$ cat src/rtl/core/coprocessor_timer_interrupt_unit_macros.svh
// Assertion macros for the coprocessor timer and interrupt unit
`ifndef COPROCESSOR_TIMER_INTERRUPT_UNIT_MACROS_SVH
`define COPROCESSOR_TIMER_INTERRUPT_UNIT_MACROS_SVH

`ifndef SYNTHESIS
`define CTI_ASSERT_IMP(label, ante, cons) \
    label: assert property (@(posedge clk) disable iff (!rst_n) (ante) |-> (cons)) \
        else $error("cti assertion failed");
`define CTI_ASSERT_NEXT(label, ante, cons) \
    label: assert property (@(posedge clk) disable iff (!rst_n) (ante) |=> (cons)) \
        else $error("cti assertion failed");
`else
`define CTI_ASSERT_IMP(label, ante, cons)
`define CTI_ASSERT_NEXT(label, ante, cons)
`endif

`endif

$ cat src/rtl/core/cti_pkg.sv
// Types, constants and codes shared by the timer and interrupt unit
package cti_pkg;

    localparam int DOT_CYCLES    = 4;
    localparam int LINEAR_H_WRAP = 2048;
    localparam int LINEAR_V_WRAP = 512;

    localparam int H_CNT_W  = 12;
    localparam int V_CNT_W  = 9;
    localparam int DELTA_W  = 8;
    localparam int H_SUM_W  = 13;
    localparam int H_PREV_W = H_SUM_W + 1;
    localparam int V_WRAP_W = 11;

    localparam logic [H_SUM_W-1:0]  H_WRAP_LIN = H_SUM_W'(LINEAR_H_WRAP);
    localparam logic [V_WRAP_W-1:0] V_WRAP_LIN = V_WRAP_W'(LINEAR_V_WRAP);
    localparam logic [H_SUM_W-1:0]  DOT_SCALE  = H_SUM_W'(DOT_CYCLES);
    localparam logic [DELTA_W-1:0]  HALT_DELTA = DELTA_W'(6);

    localparam int BIT_NMI   = 0;
    localparam int BIT_DMA   = 1;
    localparam int BIT_TIMER = 2;
    localparam int BIT_HOST  = 3;

    localparam int CFG_IDX_W  = 3;
    localparam int CFG_DATA_W = 11;
    localparam int IN_TDATA_W  = 24;
    localparam int OUT_TDATA_W = 32;

    localparam logic [10:0] H_LINE_RST = 11'd1364;
    localparam logic [8:0]  V_LINE_RST = 9'd262;

    typedef enum logic [CFG_IDX_W-1:0] {
        REG_LINEAR_MODE    = 3'd0,
        REG_TIMER_IRQ_MODE = 3'd1,
        REG_H_IRQ_POSITION = 3'd2,
        REG_V_IRQ_POSITION = 3'd3,
        REG_IRQ_ENABLE     = 3'd4,
        REG_H_LINE_LENGTH  = 3'd5,
        REG_V_LINE_COUNT   = 3'd6
    } reg_index_t;

    typedef enum logic [1:0] {
        VEC_NONE = 2'd0,
        VEC_NMI  = 2'd1,
        VEC_IRQ  = 2'd2
    } vector_t;

    typedef enum logic [1:0] {
        SRC_NONE  = 2'd0,
        SRC_TIMER = 2'd1,
        SRC_DMA   = 2'd2,
        SRC_HOST  = 2'd3
    } irq_src_t;

    typedef struct packed {
        logic        linear_mode;
        logic [1:0]  timer_irq_mode;
        logic [8:0]  h_irq_position;
        logic [8:0]  v_irq_position;
        logic [1:0]  irq_enable;
        logic [10:0] h_line_length;
        logic [8:0]  v_line_count;
    } cfg_t;

    // fields listed high to low so that the last field sits in the lowest bits
    typedef struct packed {
        logic [3:0]         status_clear_mask;
        logic [3:0]         rearm_mask;
        logic               irq_masked;
        logic               host_irq_request;
        logic               nmi_request;
        logic               halted;
        logic [DELTA_W-1:0] elapsed_cycles;
    } in_item_t;

    typedef struct packed {
        logic        timer_edge;
        logic [8:0]  v_count;
        logic [10:0] h_count;
        logic [3:0]  status_flags;
        logic        wake_cpu;
        irq_src_t    irq_source;
        vector_t     vector_taken;
    } out_item_t;

    typedef struct packed {
        logic [H_CNT_W-1:0] h_counter;
        logic [V_CNT_W-1:0] v_counter;
        logic               timer_level_last;
        logic [3:0]         serviced_latch;
        logic [3:0]         status_bits;
    } state_t;

    localparam int IN_W  = $bits(in_item_t);
    localparam int OUT_W = $bits(out_item_t);

endpackage

$ cat src/rtl/core/coprocessor_timer_interrupt_unit.sv
// Top level of the coprocessor timer and interrupt unit
// One result per accepted slot. A slot is registered at acceptance, evaluated against the
// beam counter and interrupt latches in the following cycle, and its result then passes
// through the output register to the master side. A new slot is taken every cycle while
// results are drained; the counter and latch update between input register and output
// register sets that rate. Configuration writes take effect the cycle after the
// transaction and are always accepted.
module coprocessor_timer_interrupt_unit
(
    input  logic                              clk,
    input  logic                              rst_n,
    // [7:0] elapsed_cycles, [8] halted, [9] nmi_request, [10] host_irq_request,
    // [11] irq_masked, [15:12] rearm_mask, [19:16] status_clear_mask
    input  logic [cti_pkg::IN_TDATA_W-1:0]    s_tdata,
    input  logic                              s_tvalid,
    output logic                              s_tready,
    // [1:0] vector_taken, [3:2] irq_source, [4] wake_cpu, [8:5] status_flags,
    // [19:9] h_count, [28:20] v_count, [29] timer_edge
    output logic [cti_pkg::OUT_TDATA_W-1:0]   m_tdata,
    output logic                              m_tvalid,
    input  logic                              m_tready,
    input  logic                              cfg_valid,
    output logic                              cfg_ready,
    input  logic [cti_pkg::CFG_IDX_W-1:0]     cfg_index,
    input  logic [cti_pkg::CFG_DATA_W-1:0]    cfg_data
);

`include "coprocessor_timer_interrupt_unit_macros.svh"

    cti_pkg::cfg_t      cfg;
    cti_pkg::in_item_t  in_item_reg;
    logic               in_valid_reg;
    logic               in_valid_next;
    cti_pkg::out_item_t out_item_reg;
    cti_pkg::out_item_t out_item_next;
    logic               out_valid_reg;
    logic               out_valid_next;
    cti_pkg::state_t    state_reg;
    cti_pkg::state_t    state_next;
    logic               s_fire;
    logic               load_out;

    assign cfg_ready = 1'b1;

    cti_cfg_regs u_cfg
    (
        .clk      (clk),
        .rst_n    (rst_n),
        .wr_en    (cfg_valid),
        .wr_index (cfg_index),
        .wr_data  (cfg_data),
        .cfg      (cfg)
    );

    cti_step u_step
    (
        .cfg        (cfg),
        .state      (state_reg),
        .item       (in_item_reg),
        .state_next (state_next),
        .result     (out_item_next)
    );

    assign load_out = in_valid_reg && (!out_valid_reg || m_tready);
    assign s_tready = !in_valid_reg || load_out;
    assign s_fire   = s_tvalid && s_tready;

    always_comb
    begin
        in_valid_next  = s_fire || (in_valid_reg && !load_out);
        out_valid_next = load_out || (out_valid_reg && !m_tready);
    end

    always_ff @(posedge clk or negedge rst_n)
    begin
        if (!rst_n)
        begin
            in_valid_reg  <= 1'b0;
            out_valid_reg <= 1'b0;
            state_reg     <= '0;
        end
        else
        begin
            in_valid_reg  <= in_valid_next;
            out_valid_reg <= out_valid_next;
            if (load_out)
                state_reg <= state_next;
        end
    end

    always_ff @(posedge clk)
    begin
        if (s_fire)
            in_item_reg <= s_tdata[cti_pkg::IN_W-1:0];
        if (load_out)
            out_item_reg <= out_item_next;
    end

    assign m_tvalid = out_valid_reg;
    assign m_tdata  = {(cti_pkg::OUT_TDATA_W - cti_pkg::OUT_W)'(0), out_item_reg};

    `CTI_ASSERT_IMP(a_ready_when_empty, !m_tvalid, s_tready)
    `CTI_ASSERT_NEXT(a_load_shows_result, load_out, m_tvalid)
    `CTI_ASSERT_IMP(a_nmi_has_no_source,
        m_tvalid && (out_item_reg.vector_taken == cti_pkg::VEC_NMI),
        out_item_reg.irq_source == cti_pkg::SRC_NONE)
    `CTI_ASSERT_IMP(a_taken_sets_status,
        m_tvalid && (out_item_reg.irq_source == cti_pkg::SRC_HOST),
        out_item_reg.status_flags[cti_pkg::BIT_HOST])

endmodule

$ cat src/rtl/core/cti_cfg_regs.sv
// Configuration register file of the timer and interrupt unit
module cti_cfg_regs
(
    input  logic                            clk,
    input  logic                            rst_n,
    input  logic                            wr_en,
    input  logic [cti_pkg::CFG_IDX_W-1:0]   wr_index,
    input  logic [cti_pkg::CFG_DATA_W-1:0]  wr_data,
    output cti_pkg::cfg_t                   cfg
);

    cti_pkg::cfg_t cfg_reg;
    cti_pkg::cfg_t cfg_next;

    always_comb
    begin
        cfg_next = cfg_reg;
        if (wr_en)
        begin
            unique case (cti_pkg::reg_index_t'(wr_index))
                cti_pkg::REG_LINEAR_MODE:    cfg_next.linear_mode    = wr_data[0];
                cti_pkg::REG_TIMER_IRQ_MODE: cfg_next.timer_irq_mode = wr_data[1:0];
                cti_pkg::REG_H_IRQ_POSITION: cfg_next.h_irq_position = wr_data[8:0];
                cti_pkg::REG_V_IRQ_POSITION: cfg_next.v_irq_position = wr_data[8:0];
                cti_pkg::REG_IRQ_ENABLE:     cfg_next.irq_enable     = wr_data[1:0];
                cti_pkg::REG_H_LINE_LENGTH:  cfg_next.h_line_length  = wr_data[10:0];
                cti_pkg::REG_V_LINE_COUNT:   cfg_next.v_line_count   = wr_data[8:0];
                default:                     cfg_next = cfg_reg;
            endcase
        end
    end

    always_ff @(posedge clk or negedge rst_n)
    begin
        if (!rst_n)
        begin
            cfg_reg.linear_mode    <= 1'b0;
            cfg_reg.timer_irq_mode <= 2'd0;
            cfg_reg.h_irq_position <= 9'd0;
            cfg_reg.v_irq_position <= 9'd0;
            cfg_reg.irq_enable     <= 2'd0;
            cfg_reg.h_line_length  <= cti_pkg::H_LINE_RST;
            cfg_reg.v_line_count   <= cti_pkg::V_LINE_RST;
        end
        else
        begin
            cfg_reg <= cfg_next;
        end
    end

    assign cfg = cfg_reg;

endmodule

$ cat src/rtl/core/cti_step.sv
// One scheduling slot: interrupt selection, beam counter update, timer edge
module cti_step
(
    input  cti_pkg::cfg_t     cfg,
    input  cti_pkg::state_t   state,
    input  cti_pkg::in_item_t item,
    output cti_pkg::state_t   state_next,
    output cti_pkg::out_item_t result
);

    logic [3:0]                       latch;
    logic [3:0]                       status;
    cti_pkg::vector_t                 vec;
    cti_pkg::irq_src_t                src;
    logic [cti_pkg::DELTA_W-1:0]      delta;
    logic [cti_pkg::H_SUM_W-1:0]      hwrap;
    logic [cti_pkg::V_WRAP_W-1:0]     vwrap;
    logic [cti_pkg::H_SUM_W-1:0]      hsum;
    logic [cti_pkg::H_SUM_W-1:0]      hnew;
    logic signed [cti_pkg::H_PREV_W-1:0] hprev;
    logic [cti_pkg::V_WRAP_W-1:0]     vinc;
    logic [cti_pkg::V_CNT_W-1:0]      vnew;
    logic [cti_pkg::H_SUM_W-1:0]      hpos;
    logic                             wrap;
    logic                             level;
    logic                             edge_hit;

    always_comb
    begin
        latch  = state.serviced_latch & ~item.rearm_mask;
        status = state.status_bits & ~item.status_clear_mask;
        vec    = cti_pkg::VEC_NONE;
        src    = cti_pkg::SRC_NONE;

        if (!item.halted)
        begin
            priority if (item.nmi_request && !latch[cti_pkg::BIT_NMI])
            begin
                latch[cti_pkg::BIT_NMI]  = 1'b1;
                status[cti_pkg::BIT_NMI] = 1'b1;
                vec = cti_pkg::VEC_NMI;
            end
            else if (item.irq_masked)
            begin
                vec = cti_pkg::VEC_NONE;
            end
            else if (cfg.irq_enable[0] && !latch[cti_pkg::BIT_TIMER])
            begin
                latch[cti_pkg::BIT_TIMER]  = 1'b1;
                status[cti_pkg::BIT_TIMER] = 1'b1;
                vec = cti_pkg::VEC_IRQ;
                src = cti_pkg::SRC_TIMER;
            end
            else if (cfg.irq_enable[1] && !latch[cti_pkg::BIT_DMA])
            begin
                latch[cti_pkg::BIT_DMA]  = 1'b1;
                status[cti_pkg::BIT_DMA] = 1'b1;
                vec = cti_pkg::VEC_IRQ;
                src = cti_pkg::SRC_DMA;
            end
            else if (item.host_irq_request && !latch[cti_pkg::BIT_HOST])
            begin
                latch[cti_pkg::BIT_HOST]  = 1'b1;
                status[cti_pkg::BIT_HOST] = 1'b1;
                vec = cti_pkg::VEC_IRQ;
                src = cti_pkg::SRC_HOST;
            end
            else
            begin
                vec = cti_pkg::VEC_NONE;
            end
        end

        delta = item.halted ? cti_pkg::HALT_DELTA : item.elapsed_cycles;
        hwrap = cfg.linear_mode ? cti_pkg::H_WRAP_LIN
                                : cti_pkg::H_SUM_W'(cfg.h_line_length);
        vwrap = cfg.linear_mode ? cti_pkg::V_WRAP_LIN
                                : cti_pkg::V_WRAP_W'(cfg.v_line_count);

        hsum = cti_pkg::H_SUM_W'(state.h_counter) + cti_pkg::H_SUM_W'(delta);
        wrap = (hsum >= hwrap);
        // one subtraction per slot at most
        hnew  = wrap ? (hsum - hwrap) : hsum;
        hprev = $signed(cti_pkg::H_PREV_W'(state.h_counter))
              - (wrap ? $signed(cti_pkg::H_PREV_W'(hwrap)) : '0);

        vinc = cti_pkg::V_WRAP_W'(state.v_counter) + cti_pkg::V_WRAP_W'(1);
        if (!wrap)
            vnew = state.v_counter;
        else if (vinc >= vwrap)
            vnew = '0;
        else
            vnew = vinc[cti_pkg::V_CNT_W-1:0];

        hpos  = cti_pkg::H_SUM_W'(cfg.h_irq_position) * cti_pkg::DOT_SCALE;
        level = (cfg.timer_irq_mode != 2'd0);
        if (cfg.timer_irq_mode[0] &&
            ((hprev >= $signed(cti_pkg::H_PREV_W'(hpos))) || (hnew < hpos)))
            level = 1'b0;
        if (cfg.timer_irq_mode[1] && (vnew != cfg.v_irq_position))
            level = 1'b0;

        edge_hit = !state.timer_level_last && level;
        if (edge_hit)
        begin
            status[cti_pkg::BIT_TIMER] = 1'b1;
            if (cfg.irq_enable[0])
                latch[cti_pkg::BIT_TIMER] = 1'b0;
        end

        state_next.h_counter        = hnew[cti_pkg::H_CNT_W-1:0];
        state_next.v_counter        = vnew;
        state_next.timer_level_last = level;
        state_next.serviced_latch   = latch;
        state_next.status_bits      = status;

        result.vector_taken = vec;
        result.irq_source   = src;
        result.wake_cpu     = (vec != cti_pkg::VEC_NONE);
        result.status_flags = status;
        result.h_count      = hnew[10:0];
        result.v_count      = vnew;
        result.timer_edge   = edge_hit;
    end

endmodule
$ cat config.mk
export PLATFORM = sky130hd
export DESIGN_NAME = coprocessor_timer_interrupt_unit
export DESIGN_NICKNAME = d
export VERILOG_FILES = /design/src/rtl/core/cti_pkg.sv /design/src/rtl/core/coprocessor_timer_interrupt_unit.sv /design/src/rtl/core/cti_cfg_regs.sv /design/src/rtl/core/cti_step.sv
export VERILOG_INCLUDE_DIRS = /design/src /design/src/rtl/core
export SDC_FILE = /design/constraint.sdc
export NUM_CORES = 1
export LEC_CHECK = 0
export BUFFER_PORTS_ARGS = -buffer_cell sky130_fd_sc_hd__buf_4
export CAP_MARGIN = 40
export CORE_ASPECT_RATIO = 1.4
export CORE_MARGIN = 2
export CORE_UTILIZATION = 45
export CTS_BUF_LIST = sky130_fd_sc_hd__clkbuf_8
export CTS_CLUSTER_SIZE = 28
export DETAILED_ROUTE_END_ITERATION = 6
export GPL_TIMING_DRIVEN = 0
export PLACE_DENSITY = 0.6
export SLEW_MARGIN = 20
export SYNTH_ARGS = -nofsm -noshare
export SYNTH_HDL_FRONTEND = slang
export SYNTH_SLANG_ARGS = --single-unit
$ cat constraint.sdc
create_clock -name clk -period 10.13 [get_ports clk]
set_clock_uncertainty 0.05 [all_clocks]
set_input_delay 1.5195 -clock clk [delete_from_list [all_inputs] [get_ports clk]]
set_output_delay 1.5195 -clock clk [all_outputs]
set_load 0.05 [all_outputs]
==> impl_results.md, run 1 <==
* Final hold vios at 0
* Pin count of the biggest net entering global routing at 41
* Crit-path leading delay family: compound AO/OA/AOI/OAI gates
* Crit end category: flip-flop
* HP Class: reg -> reg
* CP Max Fanout at 10
* Area contributors post-synth: dfrtp_1, edfxtp_1, ha_1
* CTS Sinks at around 130
* Register Area at 0.00339 mm2
* 1st-pass router iterations at 5
* Pleak at 3.89 nW
* I/O pins at 78
* CTS H-Tree Depth at 4
* Share of flip-flops with an asynchronous set or reset at 60.0%
* EDFF count, synth at 50
* Wire length per cell at between 15 and 20 um
* Worst Path Required at between 10 and 15 ns
* Clock transition at the registers of the reported paths at 0.09 ns
* Final min period at 9.34 ns
* Synthesized area per cell at ~9.8 um2
* Fin. max-slew vios at 0
* Worst path slowest cell: clkbuf_1
* Hold slack at between 0.4 and 0.5 ns
* Fin Setup TNS at 0 ns
* Root Buffer: clkbuf_8
* Initial DRC Count at between 200 and 300
* Most frequent cells after synthesis: nand2_1, dfrtp_1, ha_1
* Peak Freq at ~110 MHz
* Synthesis-stage register bit count at 125
* Synth warnings at 0
* RSZ-0062 raised after global routing: false
* Vias per Instance at approximately 5.6
* Port bufs at slightly below 70
* Area of the multi-input gates at around 0.004 mm2
* Routability Congestion at just under 0.9
* Worst slew margin at approximately 40%
* Die Wd at 115 um
* Overflow after GRT at 0
* Clock tree buffer depth at 2
* Register area share after synthesis at around 44%
* Max reg flops at 43
* Biggest area consumer among synthesized cells: dfrtp_1
* Post-Route WL at between 20 and 25 mm
* FP Rows at 56
* Critical Path Source Type: flip-flop
* VDD IR max at between 0.15 and 0.2 mV
* Top-count cell post-synth: nand2_1
* Mapped Cells at 783
* Core Area at between 0.015 and 0.02 mm2
* Die area at roughly 0.018 mm2
* # diodes at 0
* Antenna-violating nets left at 0
* Hold-fix buffers, CTS at 0
* Initial antenna violation count at 0
* Vias at between 6000 and 7000
* Yosys cell types at 74
* Max-Cap Viols at 0
* Share of layout cells above drive strength 1 at 20.0%
* Most used DFF post-synth: dfrtp_1
* Critical path's largest stage delay at approximately 0.57 ns
* Slew at the pin closest to its max-slew limit at just over 0.9 ns
* CTS tree: built
* Post-CTS sizing at 0
* Nets at around 980
* Vias in the first global route at around 6300
* Total track usage at 24.6%
* Worst Path Arrival at roughly 9.6 ns
* First-pass GRT wire length at approximately 34 mm
* CTS Buf Count at 17
* Synthesized area at ~0.0077 mm2
* Clk_lat worst skew at between 0.4 and 0.5 ns
* Tcrit/Tclk final at about 90%
* Setup Crit Path Kind: reg -> reg
* Initial Util at around 46%
* PwrDens at between 300 and 400 mW/mm2
* P&R area growth vs syn at 16.3%
* Status: finished clean
* Critical path buffers and inverters at 4
* Final setup vio count at 0
* Synth top area share at 21.8%
* DRC viols at 0
* Post-DP HPWL at 16.7 mm
* Postcts setup bufs at 0
* Die extent in y at approximately 160 um
* Filler cell count at ~1500
[cell usage in the layout (no fill, tap or decap), types with 14 or more instances in the layout]
cell type / count
nand2_1: 125
buf_4: 71
dfrtp_1: 67
ha_1: 60
o21ai_0: 51
edfxtp_1: 50
nor2_1: 44
inv_1: 43
mux2_2: 38
a21oi_1: 30
clkbuf_1: 23
nand3_1: 21
nor2b_1: 21
clkbuf_8: 17
nor3_1: 16
xnor2_1: 16
nand2b_1: 15
xor2_1: 14
[per-layer routing]
layer	part of all wire [%]	routed length, um	track usage (%)
met5	0	0	0
met4	4.2	901	12.6
met3	2.6	548	3.89
met2	54	11500	44.2
met1	40	8470	27.5
[path summary, 6_finish.rpt]
| kind | from | end | slack [ns] | cells past startpoint |
|---|---|---|---|---|
| worst max-delay path | in_item_reg[8] | state_reg[6] | 0.79 | 39 |
| worst min-delay path | in_valid_reg | m_tvalid | 0.45 | 1 |
| worst max register to register | in_item_reg[8] | state_reg[6] | 0.79 | 39 |
| worst min register to register | in_valid_reg | m_tvalid | 0.45 | 1 |
| max in group asynchronous | rst_n | u_cfg.cfg[2] | 8.38 | 2 |
| min in group asynchronous | rst_n | state_reg[24] | 0.96 | 1 |
[cells by family (layout without fill, tap and decap cells)]
group	after synthesis	count (layout)	synth area share [%]
and+or+nand+nor	286	286	17.9
buffers and inverters	73	176	3.82
muxes	41	41	5.95
AOI/OAI and AO/OA	164	164	14.5
adders and majority gates	62	62	10.3
DFF	125	125	44.0
xor gates and xnor gates	30	30	3.41
other	2	3	0.0975
[where the power goes]
| part | switching (W) | internal [W] | total, W | leakage [nW] |
|---|---|---|---|---|
| Clock | 0.000244 | 0.000207 | 0.000451 | 0.199 |
| Sequential | 0.0000964 | 0.000692 | 0.000789 | 1.40 |
| Combinational | 0.00129 | 0.000790 | 0.00208 | 2.29 |
[stage by stage]
stage	cell area, um2	power, W	instances	utilization [%]	setup slack (ns)
detailed placement	8520	0.00287	1057	50.9	0.405
global placement	8470	0.00282	1055	50.6	0.565
global route	8950	0.00360	1090	53.5	0.0645
finish	8950	0.00332	1090	53.5	0.792
CTS	8930	0.00333	1089	53.3	0.358
floorplan	7700	0.00228	784	-	2.42
[area by class of cell]
cell class                 instances  area share [%]
buffer                            30            1.50
multi-input combinational        586            45.1
timing repair buffer              71            6.40
sequential                       125            37.8
tap                              203            2.84
clock inverter                    15            1.93
inverter                          43            1.80
clock buffer                      17            2.61
[worst reg2reg max path, delay by kind of cell (launching register included)]
kind | cells | cell delay, ns
DFF | 1 | 0.38
and+or+nand+nor | 15 | 2.87
adders and majority gates | 5 | 1.35
xor gates and xnor gates | 2 | 0.29
AOI/OAI and AO/OA | 12 | 3.00
muxes | 1 | 0.16
buffers and inverters | 4 | 1.13
Power figures use the tool's default switching activity.
==> inputs of run 2 (changes only) <==
--- a/config.mk
+++ b/config.mk
@@ -6,6 +6,7 @@
 export SDC_FILE = /design/constraint.sdc
 export NUM_CORES = 1
 export LEC_CHECK = 0
+export ABC_AREA = 1
 export BUFFER_PORTS_ARGS = -buffer_cell sky130_fd_sc_hd__buf_4
 export CAP_MARGIN = 40
 export CORE_ASPECT_RATIO = 1.4
==> impl_results.md, run 2 <==
* CTS Sinks at 125 (unchanged)
* Comb pwr share at 63.8% (+1.2 points)
* Worst Path Arrival at 7.98 ns (-1.65 ns)
* Clock transition at the registers of the reported paths at 0.08 ns (about the same)
* Crit end category: flip-flop
* Hold-fix buffers, CTS at 0 (unchanged)
* Vias in the first global route at 6293 (-0.14%)
* Initial antenna violation count at 0 (unchanged)
* DRC viols at 0 (unchanged)
* CTS H-Tree Depth at 4 (unchanged)
* Crit Reg-Reg Startpoint: in_item_reg[8]
* Final setup vio count at 0 (unchanged)
* Overflow after GRT at 0 (unchanged)
* Switching power total at 0.00169 W (+3.5%)
* Switching part of the total at 50.7% (+1.6 points)
* Biggest area consumer among synthesized cells: dfrtp_1
* Post-DP Area at 0.00861 mm2 (+1.0%)
* Final min period at 7.65 ns (-1.69 ns)
* Pin count of the biggest net entering global routing at 43 (+4.9%)
* First-pass GRT wire length at 32.7 mm (-2.7%)
* RSZ-0062 raised after global routing: false
* CTS tree: built
* Post-DP HPWL at 15.6 mm (-6.3%)
* Most frequent cells after synthesis: nand2_1, inv_1, o21ai_0
* P&R area growth vs syn at 15.3%
* Most used cell, CP: nand2_1
* Total track usage at 23.4% (-1.2 points)
* Setup Crit Path Kind: reg -> reg
* Share of layout cells above drive strength 1 at 14.3% (-5.6 points)
* Routability Congestion at 0.891 (+0.73%)
* Pleak at 4.48 nW (+15%)
* Setup WS post-layout at 2.48 ns (+1.69 ns)
* Synthesized area per cell at 8.13 um2 (-17%)
* Setup slack, reg-to-reg at 2.48 ns (+1.69 ns)
* 1st-pass router iterations at 5 (unchanged)
* Clock tree buffer depth at 2 (unchanged)
* Initial DRC Count at 328 (+13%)
* Vias per Instance at 5.12 (-8.6%)
* Die area at 0.0184 mm2 (+0.96%)
* Hold Path Cell Cnt at 2 (+1)
* Post-CTS sizing at 0 (unchanged)
* Synth warnings at 0 (unchanged)
* Nets at 1153 (+18%)
* Critical path's largest stage delay at 0.44 ns (-0.13 ns)
* CTS Buf Count at 17 (unchanged)
* Min-delay src: state_reg[2]
* PwrDens at 371 mW/mm2 (+0.17%)
* Clock share of power at 12.2% (-1.4 points)
* Most common cell after layout, fill and taps aside: nand2_1
* Die extent in y at 160 um (+0.48%)
* Final hold vios at 0 (unchanged)
* Mapped Cells at 956 (+22%)
* Worst slew margin at 48.3% (+8.8 points)
* Synth top area share at 21.6% (-0.21 points)
* Core Area at 0.0168 mm2 (+0.42%)
* Yosys cell types at 49 (-34%)
* Vias at 6477 (+6.0%)
* VDD IR max at 0.149 mV (-19%)
* Die Wd at 115 um (+0.48%)
* Share of flip-flops with an asynchronous set or reset at 60.0% (unchanged)
* EDFF count, synth at 50 (unchanged)
* Antenna-violating nets left at 0 (unchanged)
* Initial Util at 46.2% (+0.26 points)
* Worst Path Required at 10.47 ns (+0.05 ns)
* Port bufs at 70 (+2.9%)
* Critical Path Source Type: flip-flop
* Peak Freq at 131 MHz (+22%)
* Max-Cap Viols at 0 (unchanged)
* Int Pwr at 0.00164 W (-2.7%)
* # diodes at 0 (unchanged)
* Most used DFF post-synth: dfrtp_1
* Max reg flops at 43 (unchanged)
* Sequential group share of total power at 24.0% (+0.2 points)
* Synthesis-stage register bit count at 125 (unchanged)
* Status: finished clean
* Postcts setup bufs at 0 (unchanged)
* Total power at 0.00333 W (+0.33%)
* Wire length per cell at 16.0 um (-19%)
* Worst slack, placed at 2.48 ns (+2.07 ns)
* Most frequent cells in the layout: nand2_1, inv_1, o21ai_0
* Worst hold path endpoint: state_reg[2]
* Slew at the pin closest to its max-slew limit at 0.775 ns (-0.132 ns)
* Tcrit/Tclk final at 75.5% (-17 points)
* FP Rows at 56 (unchanged)
* Worst path slowest cell: edfxtp_1
* Clk_lat worst skew at 0.45 ns (about the same)
* I/O pins at 78 (unchanged)
* Register area share after synthesis at 43.6% (-0.43 points)
* Top-count cell post-synth: nand2_1
* Post-Route WL at 20.2 mm (-5.6%)
* Root Buffer: clkbuf_8
* CP Max Fanout at 10 (unchanged)
* Reg2reg path depth at 47 (+21%)
* Fin Setup TNS at 0 ns (unchanged)
* Area contributors post-synth: dfrtp_1, edfxtp_1, nand2_1
* HP Class: reg -> reg
* Fin. max-slew vios at 0 (unchanged)
* Reg2Reg Capture Point: state_reg[2]
* Cell area after layout at 0.00897 mm2 (+0.15%)
* Beginning of the critical path: in_item_reg[8]
* Synthesized area at 0.00778 mm2 (+0.99%)
-- run 2: cell count changes in the layout (fill, tap and decap cells not counted), moves of 9 or more --
cell	before	now
nand2_1	125	280
inv_1	43	131
mux2_2	38	2
o21ai_0	51	80
nand3_1	21	45
nor2b_1	21	1
nor2_1	44	62
nand2b_1	15	0
nand4_1	3	15
nand2_2	0	11
nor3_1	16	5
clkbuf_1	23	13
a21o_1	12	3
-- run 2: kinds of logic (layout without fill, tap and decap cells) --
group	count (synthesis)	count (layout)	share of synthesized area, %
AOI/OAI and AO/OA	143	143	10.2
DFF	125	125	43.6
muxes	2	2	0.290
xor gates and xnor gates	32	32	3.60
adders and majority gates	62	62	10.2
and+or+nand+nor	432	432	23.7
other	2	3	0.0966
buffers and inverters	158	262	8.33
-- run 2: worst max-delay path, delay by kind of cell (launching register included) --
family,cells,cell delay (ns)
flops,1,0.44
simple gates,24,2.24
compound gates,8,1.64
fa+ha+maj,5,1.55
buf+inv,8,1.21
xor+xnor,2,0.43
-- run 2: cell type report --
type                       instances  area [um2]
inverter                         134         505
timing repair buffer              72         573
clock inverter                    15         125
tap                              203         254
clock buffer                      17         234
buffer                            24         143
multi-input combinational        674        3740
fill                            1659        7850
sequential                       125        3390
-- run 2: how the worst max path moves through the flow --
| stage | endpoint | cells past startpoint |
|---|---|---|
| 6_report | state_reg[2] | 47 |
| 5_1_grt | state_reg[2] | 47 |
| 4_1_cts | state_reg[2] | 47 |
| 3_5_place_dp | state_reg[2] | 47 |
| 3_3_place_gp | state_reg[2] | 43 |
| 2_1_floorplan | state_reg[2] | 47 |
-- run 2: power by group through the flow --
stage | registers (W) | clock network, W | logic (W)
2_1_floorplan | 0.000924 | 0 | 0.00144
3_3_place_gp | 0.000806 | 0 | 0.00208
3_5_place_dp | 0.000806 | 0 | 0.00210
4_1_cts | 0.000799 | 0.000416 | 0.00212
5_1_grt | 0.000813 | 0.000437 | 0.00241
6_report | 0.000799 | 0.000405 | 0.00213
-- run 2: layer usage --
layer | global-route usage, % | wire length (um)
met1 | 29.4 | 8690
met2 | 40.3 | 10300
met3 | 3.58 | 726
met4 | 8.49 | 456
met5 | 0 | 0
-- run 2: through the flow --
stage | instances | hold WS (ns) | util (%)
4_1_cts | 1264 | 0.443 | 53.3
3_3_place_gp | 1230 | 0.416 | 50.9
5_1_grt | 1264 | 0.469 | 53.3
3_5_place_dp | 1232 | 0.422 | 51.2
6_report | 1264 | 0.440 | 53.3
2_1_floorplan | 957 | 0.399 | -
